$ cat src/rtl/core/lzwe_ram.sv
// Generic single-write, single-read RAM with registered read data.
// No dependencies.
module lzwe_ram #(
    parameter int WIDTH = 8,
    parameter int DEPTH = 256
) (
    input  logic                     clk,
    input  logic                     we,
    input  logic [$clog2(DEPTH)-1:0] waddr,
    input  logic [WIDTH-1:0]         wdata,
    input  logic [$clog2(DEPTH)-1:0] raddr,
    output logic [WIDTH-1:0]         rdata
);

    logic [WIDTH-1:0] mem [DEPTH];

    // Write port and registered read port.
    always_ff @(posedge clk)
    begin
        if (we)
        begin
            mem[waddr] <= wdata;
        end
        rdata <= mem[raddr];
    end

endmodule

$ cat config.mk
export PLATFORM = sky130hd
export DESIGN_NAME = lzwe_ram
export DESIGN_NICKNAME = d
export VERILOG_FILES = /design/src/rtl/core/lzwe_ram.sv
export SDC_FILE = /design/constraint.sdc
export NUM_CORES = 2
export LEC_CHECK = 0
export ABC_CLOCK_PERIOD_IN_PS = 2500
export BUFFER_PORTS_ARGS = -buffer_cell sky130_fd_sc_hd__clkbuf_2
export CORE_ASPECT_RATIO = 1.4
export CORE_MARGIN = 8
export CORE_UTILIZATION = 63
export DETAILED_ROUTE_END_ITERATION = 10
export PLACE_DENSITY = 0.79
export SYNTH_ARGS = -nofsm -noshare
export SYNTH_HDL_FRONTEND = slang
export SYNTH_SLANG_ARGS = --single-unit
$ cat constraint.sdc
create_clock -name clk -period 2.5 [get_ports clk]
set_input_delay 0.375 -clock clk [delete_from_list [all_inputs] [get_ports clk]]
set_output_delay 0.375 -clock clk [all_outputs]
set_load 0.005 [all_outputs]
# Word-level counts from Yosys, hierarchy flattened
# Memories as Yosys holds them, arrays and structs flattened. A register that Yosys moved wholly into a read port is not among the register bits.
# Index checks and enable logic that the tools add are counted.
[classes]
muxes = 2
[ops]
columns = ["operator", "count"]
rows = [
  ["$mux 1", 2],
]
[word_totals]
ff_bits = 0
ramBits = 2048
inputBits = 26
out_inout_bits = 8
wordCells = 3
mem_count = 1
[mem_list]
columns = ["memory", "depth", "word_bits", "read_ports", "rd_clocked_by_memory_dff", "write_ports", "line_no", "text"]
rows = [
  ["mem", 256, 8, 1, 1, 1, "15", "logic [WIDTH-1:0] mem [DEPTH];"],
]

# Depth between registers and ports, before layout
[depth]
depth_word = 2
depth_mapped = 11
mapped_depth_nobuf = 6

# Worst setup path after synthesis
# Ideal clock, no wire load.
[synth_path]
path_kind = "input to register"
start = "input raddr[0]"
end = "register rdata[2] (read register of mem)"
setup_ns = 0.131
t_arrival_ns = 2.182
required_time_ns = 2.369
path_slack_ns = 0.187
stages = 9
path_buffers = 4
cell_sequence = "buf_6 buf_12 buf_8 buf_2 mux4_2 a22oi_1 a21oi_1 nor4_1 nor4_2"
[synth_lines]
columns = ["element", "line_no", "text"]
rows = [
  ["start: declaration", "11", "input logic [$clog2(DEPTH)-1:0] raddr,"],
  ["end: declaration", "12", "output logic [WIDTH-1:0] rdata"],
]

==> results.toml <==
[outcome]
status = "finished, final reports clean"

[cts]
cts_root_buffer = "clkbuf_16"
htree_levels = 4
clock_latency_ns = 0.84
cts_made_buffers = 175
cts.clk_slew.worst_paths_ns = 0.07
clock-sinks = 2056
clk_path_buf_depth = 3
cts_tree = "built"

[floorplanning]
dieHeight_um = 436.5
die_w_um = 316.3
dieArea_mm2 = 0.1381
num_rows = 154
coreArea_mm2 = 0.1256
start_util_pct = 63.33
io_pins = 34

[final_layout]
instances_no_fill = 6222
area.sequential_mm2 = 0.06166
fin_util_pct = 74.00
multi_input_area_mm2 = 0.01660
syn2layout_area_growth_pct = 16.86
final_area_mm2 = 0.09297
nNetsFinal = 4463
fillCellCount = 6437
drive_gt1_share_pct = 33.05
final_cell_mix = "edfxtp_1 (2048), buf_4 (640), mux4_2 (454), nor2_1 (279), clkbuf_16 (179)"
final_common_cell = "edfxtp_1"

[sta]
period_share_pct = 98.15
setup_viol = 0
rsz0062_at_grt = "no"
layout_min_cycle_time_ns = 2.454
worstMarginPinSlew_ns = 0.8661
skew_ns = 0.04244
finalMaxSlewViolations = 0
hold_viol_final = 0
max_freq_ghz = 0.4075
relSlewSlack_pct = 42.26

[logic_synthesis]
netlist_instances = 3733
ys_types = 55
netlist_area_mm2 = 0.07956
synth_area_leaders = "edfxtp_1 (77%), mux4_2 (13%), mux2i_1 (1.7%), nor2_1 (1.3%), a22oi_1 (1.3%)"
synth_top_area_share_pct = 77.30
ys.flop_type = "edfxtp_1"
avgSynthCellArea_um2 = 21.31
synth_edf_count = 2048
ys_seq_area_share_pct = 77.50
yosys_warnings = 0
synth_area_leader_cell = "edfxtp_1"
synthArstFlopShare_pct = 0
ys_seq_elements = 2056
synthesis.nets = 3759

[pwr]
pwr_density_cell_mw_per_mm2 = 753.2
total_leakage_power_nw = 30.37
p_total_w = 0.07003
peakVddDrop_mv = 0.7207

[route]
drtIter0Drc = 6707
routed_wl_um = 210400
vias = 43260
drcViolationCount = 0
wl_per_cell_um = 33.81
ant_nets = 0
drt-vias-per-instance = 6.953
first_pass_iters = 6

[worst_setup_path]
cp.arrival_ns = 3.17
worstPathMaxFanout = 1
critical_path_required_ns = 3.22
startpoint_type = "flop"
critical_path_class = "reg -> reg"
cp-end-kind = "flop"

[grt]
grt_start_max_net_pins = 110
grt_pass1_wl_um = 303800
track_usage_pct = 30.54
antenna_found_initial = 6
grt-ovfl-total = 0
first_global_vias = 44590

[placement]
dp_hpwl_um = 131200
finalWeightedCongestion = 0.8941
io_buffers = 33
dp.cells = 5897
place_area_mm2 = 0.08699

[min_path]
holdCritPathClass = "in -> reg"

[job]
maxCapViolCount = 0
## final timing paths
path | start | to | slack [ns] | cells past startpoint
max | mem[87][0]$_DFFE_PP_ | rdata[0]$_DFF_P_ | 0.05 | 6
min | wdata[7] | mem[26][7]$_DFFE_PP_ | 0.07 | 1
max reg2reg | mem[87][0]$_DFFE_PP_ | rdata[0]$_DFF_P_ | 0.05 | 6
min reg2reg | mem[49][0]$_DFFE_PP_ | rdata[0]$_DFF_P_ | 1.16 | 6
## cell usage after synthesis (3+ instances only)
cell,n
a21oi_1,96
nor2_1,282
nor3_1,22
nand4_1,10
nor2b_1,31
nor4_2,3
clkbuf_1,111
buf_1,22
nand2b_1,8
a22o_1,8
nand3_1,34
buf_12,8
buf_6,21
mux2i_1,134
o32ai_1,4
nor4_1,24
a221oi_1,13
o22a_1,5
mux4_2,454
and2_1,6
buf_8,13
buf_4,27
buf_2,31
a22oi_1,133
nand2_1,33
a211oi_1,16
o22ai_1,28
dfxtp_1,8
o211ai_1,10
o21ai_0,10
or2_2,4
edfxtp_1,2048
o221ai_1,46
## through the flow
step | worst slack, ns | hold WS, ns | setup TNS [ns]
final | 0.04630 | 0.06994 | 0
after global routing | 0.01320 | 0.06732 | 0
after CTS | 0.002729 | 0.05092 | 0
after detailed placement | -1.049 | 0.7580 | -6.906
after global placement | -1.087 | 0.7513 | -6.552
after floorplan | 0.1871 | 0.4739 | 0
## critical path, stage by stage (launching register included)
cell and delay, ns:
edfxtp_1 0.41, mux4_2 0.53, mux4_2 0.50, nor2b_1 0.19, nor4_4 0.43, buf_4 0.23, nor4_2 0.05
## logic make-up (layout without fill, tap and decap cells)
kind of cell / Yosys count / in the layout / share of synthesized area (%)
and+or+nand+nor: 466 / 466 / 2.628
other: 0 / 6 / 0
buffers and inverters: 235 / 1080 / 1.831
muxes: 591 / 591 / 14.62
AOI/OAI and AO/OA: 385 / 385 / 3.419
DFF: 2056 / 2056 / 77.50
## metal layers
| metal | wire length [µm] | track usage (%) | share of wire (%) |
|---|---|---|---|
| met2 | 104900 | 50.27 | 50 |
| met1 | 67080 | 37.55 | 32 |
| met5 | 15 | 0 | 0.0071 |
| met4 | 14480 | 17.37 | 6.9 |
| met3 | 23890 | 6.797 | 11 |
## timing repair
item	in CTS	in global routing
gates resized for setup	14	6
setup endpoints to repair	8	4
buffers inserted	0	0
hold endpoints to repair	23	0
hold buffers	1	0
pin swaps	1	1
## power by group
part / switching [W] / internal, W
logic: 0.00243 / 0.00165
registers: 0.0000557 / 0.0380
clock network: 0.0124 / 0.0155
## flip-flops by register name, summed over array words and instances, names as in the netlist
signal  count
mem      2048
rdata       8
## area by class of cell
class,count,share of cell area (%)
clock inverters,111,1.295
inverters,2,0.008075
clock buffers,207,4.974
flip-flops and latches,2056,66.32
well taps,1638,2.204
repair buffers,760,7.321
multi-input cells,1442,17.86
diodes,6,0.01615
No activity file was read; power rests on OpenSTA's default activity.
